`src/hw/rtl/xkb_pkg.sv`:
```
// shared types, constants and helper functions for the xor key base64 codec
// no dependencies; imported by every module of the block
package xkb_pkg;

    localparam int MAX_KEY_BYTES = 8;
    localparam int KEY_POS_W     = 3;
    localparam int KEY_LEN_W     = 4;
    localparam int KEY_W         = 64;
    localparam int CFG_DATA_W    = 64;
    localparam int CFG_INDEX_W   = 2;
    localparam int RES_MAX       = 4;
    localparam int RES_CNT_W     = 3;

    localparam logic [7:0] CHAR_PAD   = 8'h3D;
    localparam logic [7:0] CHAR_PLUS  = 8'h2B;
    localparam logic [7:0] CHAR_SLASH = 8'h2F;
    localparam logic [7:0] CHAR_UPPER = 8'h41;
    localparam logic [7:0] CHAR_LOWER = 8'h61;
    localparam logic [7:0] CHAR_DIGIT = 8'h30;

    typedef enum logic [CFG_INDEX_W-1:0] {
        REG_KEY_BYTES   = 2'd0,
        REG_KEY_LENGTH  = 2'd1,
        REG_DECODE_MODE = 2'd2
    } cfg_reg_e;

    typedef struct packed {
        logic [7:0] data;
        logic       last;
        logic       bad;
    } res_t;

    typedef struct packed {
        logic                 valid;
        logic [RES_CNT_W-1:0] count;
        res_t [RES_MAX-1:0]   items;
    } ld_t;

    function automatic logic [7:0] b64_char(input logic [5:0] v);
        logic [7:0] c;
        if (v < 6'd26)
            c = CHAR_UPPER + {2'b00, v};
        else if (v < 6'd52)
            c = CHAR_LOWER + {2'b00, v} - 8'd26;
        else if (v < 6'd62)
            c = CHAR_DIGIT + {2'b00, v} - 8'd52;
        else if (v == 6'd62)
            c = CHAR_PLUS;
        else
            c = CHAR_SLASH;
        return c;
    endfunction

    // returns {valid, six-bit value}
    function automatic logic [6:0] b64_value(input logic [7:0] c);
        logic [6:0] r;
        r = '0;
        case (c) inside
            [8'h41:8'h5A]: r = {1'b1, 6'(c - CHAR_UPPER)};
            [8'h61:8'h7A]: r = {1'b1, 6'(c - CHAR_LOWER + 8'd26)};
            [8'h30:8'h39]: r = {1'b1, 6'(c - CHAR_DIGIT + 8'd52)};
            CHAR_PLUS:     r = {1'b1, 6'd62};
            CHAR_SLASH:    r = {1'b1, 6'd63};
            default:       r = '0;
        endcase
        return r;
    endfunction

    function automatic logic [KEY_LEN_W-1:0] key_len_eff(input logic [KEY_LEN_W-1:0] l);
        logic [KEY_LEN_W-1:0] e;
        if (l == '0)
            e = KEY_LEN_W'(1);
        else if (l > KEY_LEN_W'(MAX_KEY_BYTES))
            e = KEY_LEN_W'(MAX_KEY_BYTES);
        else
            e = l;
        return e;
    endfunction

    function automatic logic [KEY_POS_W-1:0] key_start(input logic [KEY_POS_W-1:0] p,
                                                       input logic [KEY_LEN_W-1:0] l);
        return ({1'b0, p} >= l) ? '0 : p;
    endfunction

    function automatic logic [KEY_POS_W-1:0] key_adv(input logic [KEY_POS_W-1:0] p,
                                                     input logic [KEY_LEN_W-1:0] l);
        return (({1'b0, p} + KEY_LEN_W'(1)) >= l) ? '0 : p + KEY_POS_W'(1);
    endfunction

endpackage

```
`src/hw/rtl/xor_key_base64_codec_top.sv`:
```
// Repeating-key XOR with Base64 encode/decode, one byte or character per input item.
// An input item is taken into an input register and processed combinationally; its
// 0 to 4 results go to a result buffer that sends one result per cycle while the
// receiver is ready. The input side accepts an item every cycle while each item makes
// at most one result and the receiver is ready; an item that makes more results holds
// the input, as the next item loads only when the last of them leaves. Encoding works
// on three-byte groups, decoding on four-character groups. A decode_mode write clears
// the codec state; the user makes writes only while the block is idle (not enforced).
// depends on xkb_pkg, xkb_engine, xkb_obuf
module xor_key_base64_codec_top
    import xkb_pkg::*;
(
    input  logic                   clk,
    input  logic                   rst_n,
    input  logic                   s_tvalid,
    output logic                   s_tready,
    input  logic [7:0]             s_tdata,   // data_byte
    input  logic                   s_tlast,
    output logic                   m_tvalid,
    input  logic                   m_tready,
    output logic [7:0]             m_tdata,   // out_byte
    output logic                   m_tlast,
    output logic [0:0]             m_tuser,   // bad_char
    input  logic                   cfg_we,
    input  logic [CFG_INDEX_W-1:0] cfg_index,
    input  logic [CFG_DATA_W-1:0]  cfg_data
);

    logic [KEY_W-1:0]     key_bytes_reg;
    logic [KEY_LEN_W-1:0] key_length_reg;
    logic                 decode_mode_reg;
    logic                 clear;
    logic                 ld_rdy;
    ld_t                  ld;

    assign clear = cfg_we && (cfg_index == REG_DECODE_MODE);

    always_ff @(posedge clk or negedge rst_n)
    begin
        if (!rst_n)
        begin
            key_bytes_reg   <= '0;
            key_length_reg  <= KEY_LEN_W'(1);
            decode_mode_reg <= 1'b0;
        end
        else if (cfg_we)
        begin
            case (cfg_index)
                REG_KEY_BYTES:   key_bytes_reg   <= cfg_data[KEY_W-1:0];
                REG_KEY_LENGTH:  key_length_reg  <= cfg_data[KEY_LEN_W-1:0];
                REG_DECODE_MODE: decode_mode_reg <= cfg_data[0];
                default:         ;
            endcase
        end
    end

    xkb_engine u_engine (
        .clk         (clk),
        .rst_n       (rst_n),
        .s_tvalid    (s_tvalid),
        .s_tready    (s_tready),
        .s_tdata     (s_tdata),
        .s_tlast     (s_tlast),
        .key_bytes   (key_bytes_reg),
        .key_length  (key_length_reg),
        .decode_mode (decode_mode_reg),
        .clear       (clear),
        .ld_rdy      (ld_rdy),
        .ld          (ld)
    );

    xkb_obuf u_obuf (
        .clk      (clk),
        .rst_n    (rst_n),
        .ld       (ld),
        .ld_rdy   (ld_rdy),
        .m_tvalid (m_tvalid),
        .m_tready (m_tready),
        .m_tdata  (m_tdata),
        .m_tlast  (m_tlast),
        .m_tuser  (m_tuser)
    );

endmodule

```
`src/hw/rtl/xkb_engine.sv`:
```
// input register, codec state and the single-pass encode/decode step
// depends on xkb_pkg; hands each item's results to xkb_obuf as one load
module xkb_engine
    import xkb_pkg::*;
(
    input  logic                 clk,
    input  logic                 rst_n,
    input  logic                 s_tvalid,
    output logic                 s_tready,
    input  logic [7:0]           s_tdata,
    input  logic                 s_tlast,
    input  logic [KEY_W-1:0]     key_bytes,
    input  logic [KEY_LEN_W-1:0] key_length,
    input  logic                 decode_mode,
    input  logic                 clear,
    input  logic                 ld_rdy,
    output ld_t                  ld
);

    logic                 in_vld_reg;
    logic [7:0]           in_data_reg;
    logic                 in_last_reg;

    logic [KEY_POS_W-1:0] pos_reg, pos_next;
    logic [23:0]          gb_reg, gb_next;
    logic [1:0]           gc_reg, gc_next;
    logic                 pad_reg, pad_next;

    logic                 fire;
    logic [KEY_LEN_W-1:0] len;
    logic [KEY_POS_W-1:0] p0, p1, p2, p3;
    logic [7:0]           k0, k1, k2;

    logic [1:0]           gc_e;
    logic [7:0]           x;
    logic [23:0]          egb;
    logic [2:0]           egc;
    logic [23:0]          g;

    logic [6:0]           dv;
    logic [23:0]          dgb;
    logic                 fen;
    logic [23:0]          fgb;
    logic [2:0]           fgc;
    logic [1:0]           base;

    res_t [RES_MAX-1:0]   items;
    logic [RES_CNT_W-1:0] n;

    assign fire     = in_vld_reg && ld_rdy;
    assign s_tready = !in_vld_reg || ld_rdy;

    assign len = key_len_eff(key_length);
    assign p0  = key_start(pos_reg, len);
    assign p1  = key_adv(p0, len);
    assign p2  = key_adv(p1, len);
    assign p3  = key_adv(p2, len);
    assign k0  = key_bytes[{p0, 3'b000} +: 8];
    assign k1  = key_bytes[{p1, 3'b000} +: 8];
    assign k2  = key_bytes[{p2, 3'b000} +: 8];

    always_comb
    begin
        items    = '0;
        n        = '0;
        pos_next = pos_reg;
        gb_next  = gb_reg;
        gc_next  = gc_reg;
        pad_next = pad_reg;
        fen      = 1'b0;
        fgb      = gb_reg;
        fgc      = {1'b0, gc_reg};
        base     = 2'd0;

        gc_e = (gc_reg > 2'd2) ? 2'd0 : gc_reg;
        x    = in_data_reg ^ k0;
        egb  = {gb_reg[15:0], x};
        egc  = {1'b0, gc_e} + 3'd1;
        g    = (egc == 3'd1) ? {x, 16'h0000} : {egb[15:0], 8'h00};
        dv   = b64_value(in_data_reg);
        dgb  = {gb_reg[17:0], dv[5:0]};

        if (!decode_mode)
        begin
            pos_next = p1;
            if (egc == 3'd3)
            begin
                items[0].data = b64_char(egb[23:18]);
                items[1].data = b64_char(egb[17:12]);
                items[2].data = b64_char(egb[11:6]);
                items[3].data = b64_char(egb[5:0]);
                n       = 3'd4;
                gb_next = '0;
                gc_next = '0;
            end
            else if (in_last_reg)
            begin
                items[0].data = b64_char(g[23:18]);
                items[1].data = b64_char(g[17:12]);
                items[2].data = (egc == 3'd2) ? b64_char(g[11:6]) : CHAR_PAD;
                items[3].data = CHAR_PAD;
                n = 3'd4;
            end
            else
            begin
                gb_next = egb;
                gc_next = egc[1:0];
            end
        end
        else if (!pad_reg)
        begin
            if (in_data_reg == CHAR_PAD)
            begin
                fen      = 1'b1;
                pad_next = 1'b1;
                gb_next  = '0;
                gc_next  = '0;
            end
            else if (!dv[6])
            begin
                items[0].bad = 1'b1;
                n    = 3'd1;
                base = 2'd1;
                fen  = in_last_reg;
            end
            else if (gc_reg == 2'd3)
            begin
                items[0].data = dgb[23:16] ^ k0;
                items[1].data = dgb[15:8] ^ k1;
                items[2].data = dgb[7:0] ^ k2;
                n        = 3'd3;
                pos_next = p3;
                gb_next  = '0;
                gc_next  = '0;
            end
            else
            begin
                gb_next = dgb;
                gc_next = gc_reg + 2'd1;
                fen     = in_last_reg;
                fgb     = dgb;
                fgc     = {1'b0, gc_reg} + 3'd1;
            end

            if (fen)
            begin
                if (fgc == 3'd2)
                begin
                    items[base].data = fgb[11:4] ^ k0;
                    n        = {1'b0, base} + 3'd1;
                    pos_next = p1;
                end
                else if (fgc == 3'd3)
                begin
                    items[base].data         = fgb[17:10] ^ k0;
                    items[base + 2'd1].data  = fgb[9:2] ^ k1;
                    n        = {1'b0, base} + 3'd2;
                    pos_next = p2;
                end
                gb_next = '0;
                gc_next = '0;
            end
        end

        if (in_last_reg)
        begin
            if (n != '0)
                items[2'(n - 3'd1)].last = 1'b1;
            pos_next = '0;
            gb_next  = '0;
            gc_next  = '0;
            pad_next = 1'b0;
        end
    end

    assign ld.valid = fire;
    assign ld.count = n;
    assign ld.items = items;

    always_ff @(posedge clk or negedge rst_n)
    begin
        if (!rst_n)
        begin
            in_vld_reg <= 1'b0;
            pos_reg    <= '0;
            gb_reg     <= '0;
            gc_reg     <= '0;
            pad_reg    <= 1'b0;
        end
        else
        begin
            if (s_tready)
                in_vld_reg <= s_tvalid;
            if (clear)
            begin
                pos_reg <= '0;
                gb_reg  <= '0;
                gc_reg  <= '0;
                pad_reg <= 1'b0;
            end
            else if (fire)
            begin
                pos_reg <= pos_next;
                gb_reg  <= gb_next;
                gc_reg  <= gc_next;
                pad_reg <= pad_next;
            end
        end
    end

    always_ff @(posedge clk)
    begin
        if (s_tvalid && s_tready)
        begin
            in_data_reg <= s_tdata;
            in_last_reg <= s_tlast;
        end
    end

endmodule

```
`src/hw/rtl/xkb_obuf.sv`:
```
// result buffer: holds up to four results of one item and sends one per cycle while the receiver is ready
// depends on xkb_pkg; fed by xkb_engine
module xkb_obuf
    import xkb_pkg::*;
(
    input  logic       clk,
    input  logic       rst_n,
    input  ld_t        ld,
    output logic       ld_rdy,
    output logic       m_tvalid,
    input  logic       m_tready,
    output logic [7:0] m_tdata,   // out_byte
    output logic       m_tlast,
    output logic [0:0] m_tuser    // bad_char
);

    res_t [RES_MAX-1:0]   items_reg;
    logic [RES_CNT_W-1:0] cnt_reg;
    logic                 pop;

    assign m_tvalid = (cnt_reg != '0);
    assign pop      = m_tvalid && m_tready;
    assign ld_rdy   = (cnt_reg == '0) || ((cnt_reg == RES_CNT_W'(1)) && m_tready);

    assign m_tdata    = items_reg[0].data;
    assign m_tlast    = items_reg[0].last;
    assign m_tuser[0] = items_reg[0].bad;

    always_ff @(posedge clk or negedge rst_n)
    begin
        if (!rst_n)
            cnt_reg <= '0;
        else if (ld.valid)
            cnt_reg <= ld.count;
        else if (pop)
            cnt_reg <= cnt_reg - RES_CNT_W'(1);
    end

    always_ff @(posedge clk)
    begin
        if (ld.valid)
            items_reg <= ld.items;
        else if (pop)
            items_reg <= {res_t'('0), items_reg[RES_MAX-1:1]};
    end

endmodule

```
`config.mk`:
```
export PLATFORM = sky130hd
export DESIGN_NAME = xor_key_base64_codec_top
export DESIGN_NICKNAME = d
export VERILOG_FILES = /design/src/hw/rtl/xkb_pkg.sv /design/src/hw/rtl/xor_key_base64_codec_top.sv /design/src/hw/rtl/xkb_engine.sv /design/src/hw/rtl/xkb_obuf.sv
export SDC_FILE = /design/constraint.sdc
export NUM_CORES = 1
export LEC_CHECK = 0
export BUFFER_PORTS_ARGS = -buffer_cell sky130_fd_sc_hd__buf_2
export CORE_MARGIN = 8
export CORE_UTILIZATION = 40
export DETAILED_ROUTE_END_ITERATION = 8
export PLACE_DENSITY = 0.64
export SLEW_MARGIN = 5
export SYNTH_ARGS = -nofsm -noshare
export SYNTH_HDL_FRONTEND = slang
export SYNTH_SLANG_ARGS = --single-unit
```
`constraint.sdc`:
```
create_clock -name clk -period 13.4 [get_ports clk]
set_clock_uncertainty 0.1 [all_clocks]
set_input_delay 2.68 -clock clk [delete_from_list [all_inputs] [get_ports clk]]
set_output_delay 2.68 -clock clk [all_outputs]
set_load 0.02 [all_outputs]
```
; After elaboration in Yosys (flattened, before gate mapping)
; Index checks and enable logic that the tools add are counted.
[word_totals]
register_bits = 146
inputBits = 80
[op_classes]
addsub = 54
order_cmp = 39
eq_ne = 21
shift = 3
mux = 163
bitwise = 7
reduce_logical = 28
[ops]
columns = op, count
row1 = 8-bit 2-to-1 mux, 48
row2 = 40-bit 2-to-1 mux, 8
row3 = 18-bit 2-to-1 mux, 15
row4 = 64-bit by 7-bit variable part select with 8-bit output, 3
row5 = 40-bit bitwise mux, 4
row6 = 3-bit 2-to-1 mux, 38
row7 = 7-bit by 6-bit adder with 8-bit output (first input constant), 14
row8 = 6-bit < comparator (second input constant), 14
row9 = 10-bit demux with 2-bit select, 3
row10 = 8-bit by 5-bit subtractor with 8-bit output (second input constant), 7
row11 = 8-bit by 6-bit subtractor with 8-bit output (second input constant), 7
row12 = 8-bit bitwise XOR, 7
row13 = 6-bit by 6-bit adder with 7-bit output (first input constant), 7
row14 = 6-bit == test (second input constant), 7
row15 = 6-bit by 5-bit < comparator with 1-bit output (second input constant), 7
row16 = 2-bit 2-to-1 mux, 20
row17 = 7-bit 2-to-1 mux, 5
row18 = 8-bit by 6-bit == test with 1-bit output (second input constant), 3
row19 = 24-bit 2-to-1 mux, 1
row20 = 10-bit 2-to-1 mux, 2
row21 = 8-bit by 7-bit >= comparator with 1-bit output (second input constant), 2
row22 = 8-bit by 7-bit <= comparator with 1-bit output (second input constant), 2
row23 = 1-bit 2-to-1 mux, 16
row24 = 3-bit by 1-bit adder with 4-bit output (second input constant), 3
row25 = other kinds (36), 72

; Longest topological paths before layout
[logic_depth]
ltp_word = 29
ltp_mapped = 43
ltp_nobuf = 37

; Cells and area by module
; From an unflattened synthesis, not the netlist that was laid out.
[unflattened]
cells_unflattened = 1585
area_unflattened_um2 = 14157.3
[by_module_without_submodules]
columns = mod, instances, cells_per_inst, area_per_inst_um2, seq_area_each_um2
row1 = xkb_engine, 1, 1317, 9326.4, 895.9
row2 = xor_key_base64_codec_top, 1, 148, 2891.5, 1727.9
row3 = xkb_obuf, 1, 120, 1939.4, 1276.2

; Worst setup path before layout
; No wires, ideal clock.
[synth_path]
path_kind = flip-flop to flip-flop
start = register key_length_reg[3]
end = register u_engine.pos_reg[1]
setup_ns = 0.083
arrival_ns = 7.352
required_time_ns = 13.217
slack_ns = 5.866
stages_incl_launch_ff = 43
path_buffers = 8
period_less_slack_ns = 7.534
cell_sequence = dfrtp_1 > clkbuf_2 > inv_1 > nand2_1 > ha_1 > o21bai_1 > clkbuf_1 > o21ai_1 > inv_2 > buf_2 > ha_1 > o21ai_1 > buf_2 > nand2_1 > inv_2 > ha_1 > a211o_1 > a21oi_1 > [7 not listed] > nor2_1 > inv_1 > ha_1 > nand2_1 > o21a_1 > o21ai_1 > inv_1 > buf_2 > buf_1 > ha_1 > xnor2_1 > ha_1 > o21ai_0 > a21oi_1 > nor4b_1 > a211oi_1 > o31a_1 > o21ai_0
[synth_between]
elab_chain_len = 25
word_cells_on_any_way = 29
classes_between = add/sub (6) / order compare (5) / mux (17) / reduce/logical (1)
[synth_rtl]
columns = element, line_no
row1 = start: declaration, xor_key_base64_codec_top.sv:30  ; logic [KEY_LEN_W-1:0] key_length_reg;
row2 = start signal: assignment, xor_key_base64_codec_top.sv:50  ; REG_KEY_LENGTH: key_length_reg <= cfg_data[KEY_LEN_W-1:0];
row3 = 4-bit > comparator, xkb_pkg.sv:73  ; else if (l > KEY_LEN_W'(MAX_KEY_BYTES))
row4 = 4-bit 2-to-1 mux, xkb_pkg.sv:73
row5 = 4-bit 2-to-1 mux *, xkb_pkg.sv:71  ; if (l == '0)
row6 = 3-bit by 4-bit >= comparator with 1-bit output, xkb_pkg.sv:82  ; return ({1'b0, p} >= l) ? '0 : p;
row7 = 3-bit 2-to-1 mux, xkb_pkg.sv:82
row8 = 3-bit by 1-bit adder with 4-bit output, xkb_pkg.sv:87  ; return (({1'b0, p} + KEY_LEN_W'(1)) >= l) ? '0 : p + KEY_POS_W'(1);
row9 = 4-bit >= comparator, xkb_pkg.sv:87
row10 = 3-bit 2-to-1 mux, xkb_pkg.sv:87
row11 = [9 not listed], -
row12 = 3-bit 2-to-1 mux, xkb_engine.sv:153  ; else if (fgc == 3'd3)
row13 = 3-bit 2-to-1 mux, xkb_engine.sv:147  ; if (fgc == 3'd2)
row14 = 3-bit 2-to-1 mux, xkb_engine.sv:145  ; if (fen)
row15 = 3-bit 2-to-1 mux, xkb_engine.sv:110  ; else if (!pad_reg)
row16 = 3-bit 2-to-1 mux *, xkb_engine.sv:83  ; if (!decode_mode)
row17 = 3-bit 2-to-1 mux *, xkb_engine.sv:165  ; if (in_last_reg)
row18 = 3-bit 2-to-1 mux *, xkb_engine.sv:201  ; else if (fire)
row19 = 3-bit 2-to-1 mux *, xkb_engine.sv:194  ; if (clear)
row20 = end signal: assignment, xkb_engine.sv:203  ; pos_reg <= pos_next;
row21 = end: declaration, xkb_engine.sv:24  ; logic [KEY_POS_W-1:0] pos_reg, pos_next;
; Mark *: on every way between the ends. The rest lies on a longest branch, timed or not. The select of a mux whose other input is x is not followed.
; A chain may end at the register's enable or synchronous reset.

; Final worst setup path
; Ends and elaborated chain as after synthesis.

==> impl_results.md <==
* Clk sinks at 143
* DRT iter0 DRCs at 1638
* Result of the run: finished, final reports clean
* DRT Pass-1 Iters at 7
* CP Launch Point: key_length_reg[3]$_DFFE_PN0P_
* Post_cts resized at 0
* Sequential share of power at 0.190
* Synthesized Nets at 1854
* Setup tns final at 0 ps
* Critical-path top delay cell: dfrtp_1
* Type of destination of the critical path: flip-flop
* FP Rows at 69
* Hold Buf Count CTS at 0
* Htree depth at 4
* Power Density at 271 nW/um^2
* Most used cell, CP: ha_1
* Cell with the most instances after synthesis: nand2_1
* Number of distinct library cells after synthesis at 98
* HP Class: flip-flop to flip-flop
* Drt total wl at 54.8 mm
* CTS tree: yes
* Sw Share at 0.543
* RePlAce Congestion at 0.987
* Slew @ Worst Pin at 1180 ps
* CP max FO at 15
* Combinational share of power at 0.691
* DR WL/cell at 25.2 um
* Fillcell total at 3560
* Max reg flops at 64
* Primary FF master, synth: dfrtp_1
* Yosys reg bits at 143
* Endpoints failing setup at 0
* Vias per inst at 6.43
* Tmin final at 9160 ps
* First-pass GRT wire length at 83.7 mm
* Floorplan Core Area at 35200 um^2
* CTS clk-pin slew, worst paths at 70 ps
* Fin util at 0.440
* EDFF count, synth at 46
* Final-report max-slew violation count at 0
* Hold_ws at 435 ps
* Pin count of the biggest net entering global routing at 70
* R2r startpoint: key_length_reg[3]$_DFFE_PN0P_
* Placed cell area at 14900 um^2
* Worst-Skew Late Latency at 450 ps
* Max transition margin at 0.195
* R2r setup slk at 4240 ps
* Synth area leader: dfrtp_1
* Post-route cell area at 15500 um^2
* Required time worst endpoint at 13670 ps
* Clock power share at 0.120
* Die ar. at 41600 um^2
* Sequential area share after synthesis at 0.269
* Overall die width at 204 um
* CP Capture Point: u_engine.pos_reg[1]$_DFFE_PN0P_
* Vias at 14011
* WP data arrival at 9440 ps
* Commonest cells post-synth: nand2_1, o21ai_0, a21oi_1
* CTS Root Buffer Type: clkbuf_16
* Top-area cell type share of the netlist area at 0.170
* CP Class: flip-flop to flip-flop
* Max_cap viols at 0
* Synth async-reset ratio at 0.678
* Max Freq at 109 MHz
* Net Sw Power at 2.28 mW
* Post-Syn Area per Cell at 8.44 um^2
* Cts bufs inserted at 17
* Clock Path Buffers at 2
* Cell Int Power at 1.92 mW
* Post-Syn Area at 14100 um^2
* Antenna viol nets, final at 0
* Worst-case reg-to-reg path depth at 37
* CP Launch Type: flip-flop
* Post-route clock period utilization at 0.684
* GR Overflow Total at 0
* Gate Count Post-Synth at 1676
* Final #Nets at 1881
* RSZ-0062 raised after global routing: false
* Layout area overhead at 9.48%
* DP Wirelength at 41.5 mm
* P_leak at 6.27 nW
* Share of cells above drive strength 1 at 0.159
* Worst IR Drop VDD at 0.226 mV
* Io pins at 92
* Warnings from Yosys at 0
* Largest stage delay on the critical path at 540 ps
* Initial antenna violation count at 0
* Starting density of the core at 0.402
* Final Hold Fails at 0
* I/O Buffers at 91
* Number of global-route vias before repair at 13700
* Post-CTS Setup Inserts at 0
* Gr usage total at 0.259
* Top area cells in the synthesized netlist: dfrtp_1, edfxtp_1, ha_1
* # DRC at 0
* FF-to-FF End: u_engine.pos_reg[1]$_DFFE_PN0P_
* Die height at 204 um
critical path, delay by kind of cell, from the launching register on:
family                   cells  cell delay [ps]
AND/OR/NAND/NOR              8             2060
adder cells (fa/ha/maj)      7             2020
AO/OA/AOI/OAI               12             2200
buffers and inverters        9             1940
flip-flops                   1              540
XOR/XNOR                     1              180
stage by stage:
stage / worst slack, ps / power [mW] / cells
4_1_cts: 4530 / 4.13 / 2177
3_5_place_dp: 4580 / 3.61 / 2145
6_report: 4240 / 4.20 / 2178
5_1_grt: 3570 / 4.47 / 2177
3_3_place_gp: 4820 / 3.58 / 2145
2_1_floorplan: 5870 / 2.81 / 1676
kinds of logic (layout without fill, tap and decap cells):
group | Yosys count | after routing | share of synthesized area
multiplexers | 121 | 121 | 0.0980
other | 0 | 1 | 0
adder cells (fa/ha/maj) | 98 | 98 | 0.0867
AO/OA/AOI/OAI | 547 | 547 | 0.270
flip-flops | 143 | 143 | 0.269
buffers and inverters | 197 | 237 | 0.0594
XOR/XNOR | 73 | 73 | 0.0468
AND/OR/NAND/NOR | 497 | 497 | 0.170
routing by layer:
layer	part of all wire	vias to the layer above	track usage	wire length, um
met1	0.42	6761	0.335	22800
met3	0.090	155	0.0579	4940
met2	0.45	749	0.405	24500
met5	0	-	0	0
li1	-	6346	-	-
met4	0.048	0	0.125	2630
area by class of cell:
type / instances / area, um^2 / area share
Antenna cell: 1 / 2.50 / 0.000162
Clock buffer: 19 / 443 / 0.0286
Clock inverter: 13 / 148 / 0.00953
Inverter: 83 / 312 / 0.0201
Multi-Input combinational cell: 1336 / 9510 / 0.614
Sequential cell: 143 / 3810 / 0.246
Tap cell: 461 / 577 / 0.0372
Timing Repair Buffer: 122 / 691 / 0.0446
placed cells by master (no fill, tap or decap), types with 20 or more instances in the layout:
cell type | netlist | layout
a211oi_1 | 30 | 30
a21oi_1 | 101 | 101
a221oi_1 | 23 | 23
a22oi_1 | 25 | 25
a31oi_1 | 22 | 22
buf_2 | 20 | 90
buf_4 | 16 | 32
dfrtp_1 | 96 | 96
edfxtp_1 | 46 | 46
ha_1 | 98 | 98
inv_1 | 71 | 71
mux2_2 | 70 | 70
mux2i_1 | 44 | 44
nand2_1 | 180 | 180
nand2b_1 | 20 | 20
nand3_1 | 56 | 56
nor2_1 | 98 | 98
nor3_1 | 39 | 38
o211ai_1 | 36 | 36
o21ai_0 | 114 | 114
xnor2_1 | 51 | 51
power by group through the flow:
| stage | registers, mW | logic, mW | clock network [mW] |
|---|---|---|---|
| floorplan | 0.677 | 2.13 | 0 |
| global placement | 0.792 | 2.79 | 0 |
| detailed placement | 0.792 | 2.82 | 0 |
| CTS | 0.784 | 2.84 | 0.510 |
| global route | 0.803 | 3.15 | 0.525 |
| finish | 0.795 | 2.90 | 0.503 |
worst min-delay path by stage:
| stage | startpoint | endpoint | slack (ps) | depth (start not counted) |
|---|---|---|---|---|
| 5_1_grt | key_length_reg[1]$_DFFE_PN0P_ | key_length_reg[1]$_DFFE_PN0P_ | 460 | 1 |
| 2_1_floorplan | u_obuf.cnt_reg[2]$_DFFE_PN0P_ | u_obuf.cnt_reg[2]$_DFFE_PN0P_ | 390 | 1 |
| 3_3_place_gp | u_obuf.items_reg[31]$_SDFFCE_PN0P_ | u_obuf.items_reg[21]$_DFFE_PP_ | 410 | 2 |
| 3_5_place_dp | u_obuf.cnt_reg[2]$_DFFE_PN0P_ | u_obuf.cnt_reg[2]$_DFFE_PN0P_ | 420 | 1 |
| 4_1_cts | u_obuf.cnt_reg[2]$_DFFE_PN0P_ | u_obuf.cnt_reg[2]$_DFFE_PN0P_ | 430 | 1 |
| 6_report | u_obuf.items_reg[21]$_DFFE_PP_ | u_obuf.items_reg[11]$_DFFE_PP_ | 440 | 2 |
No activity file was read; power rests on OpenSTA's default activity.
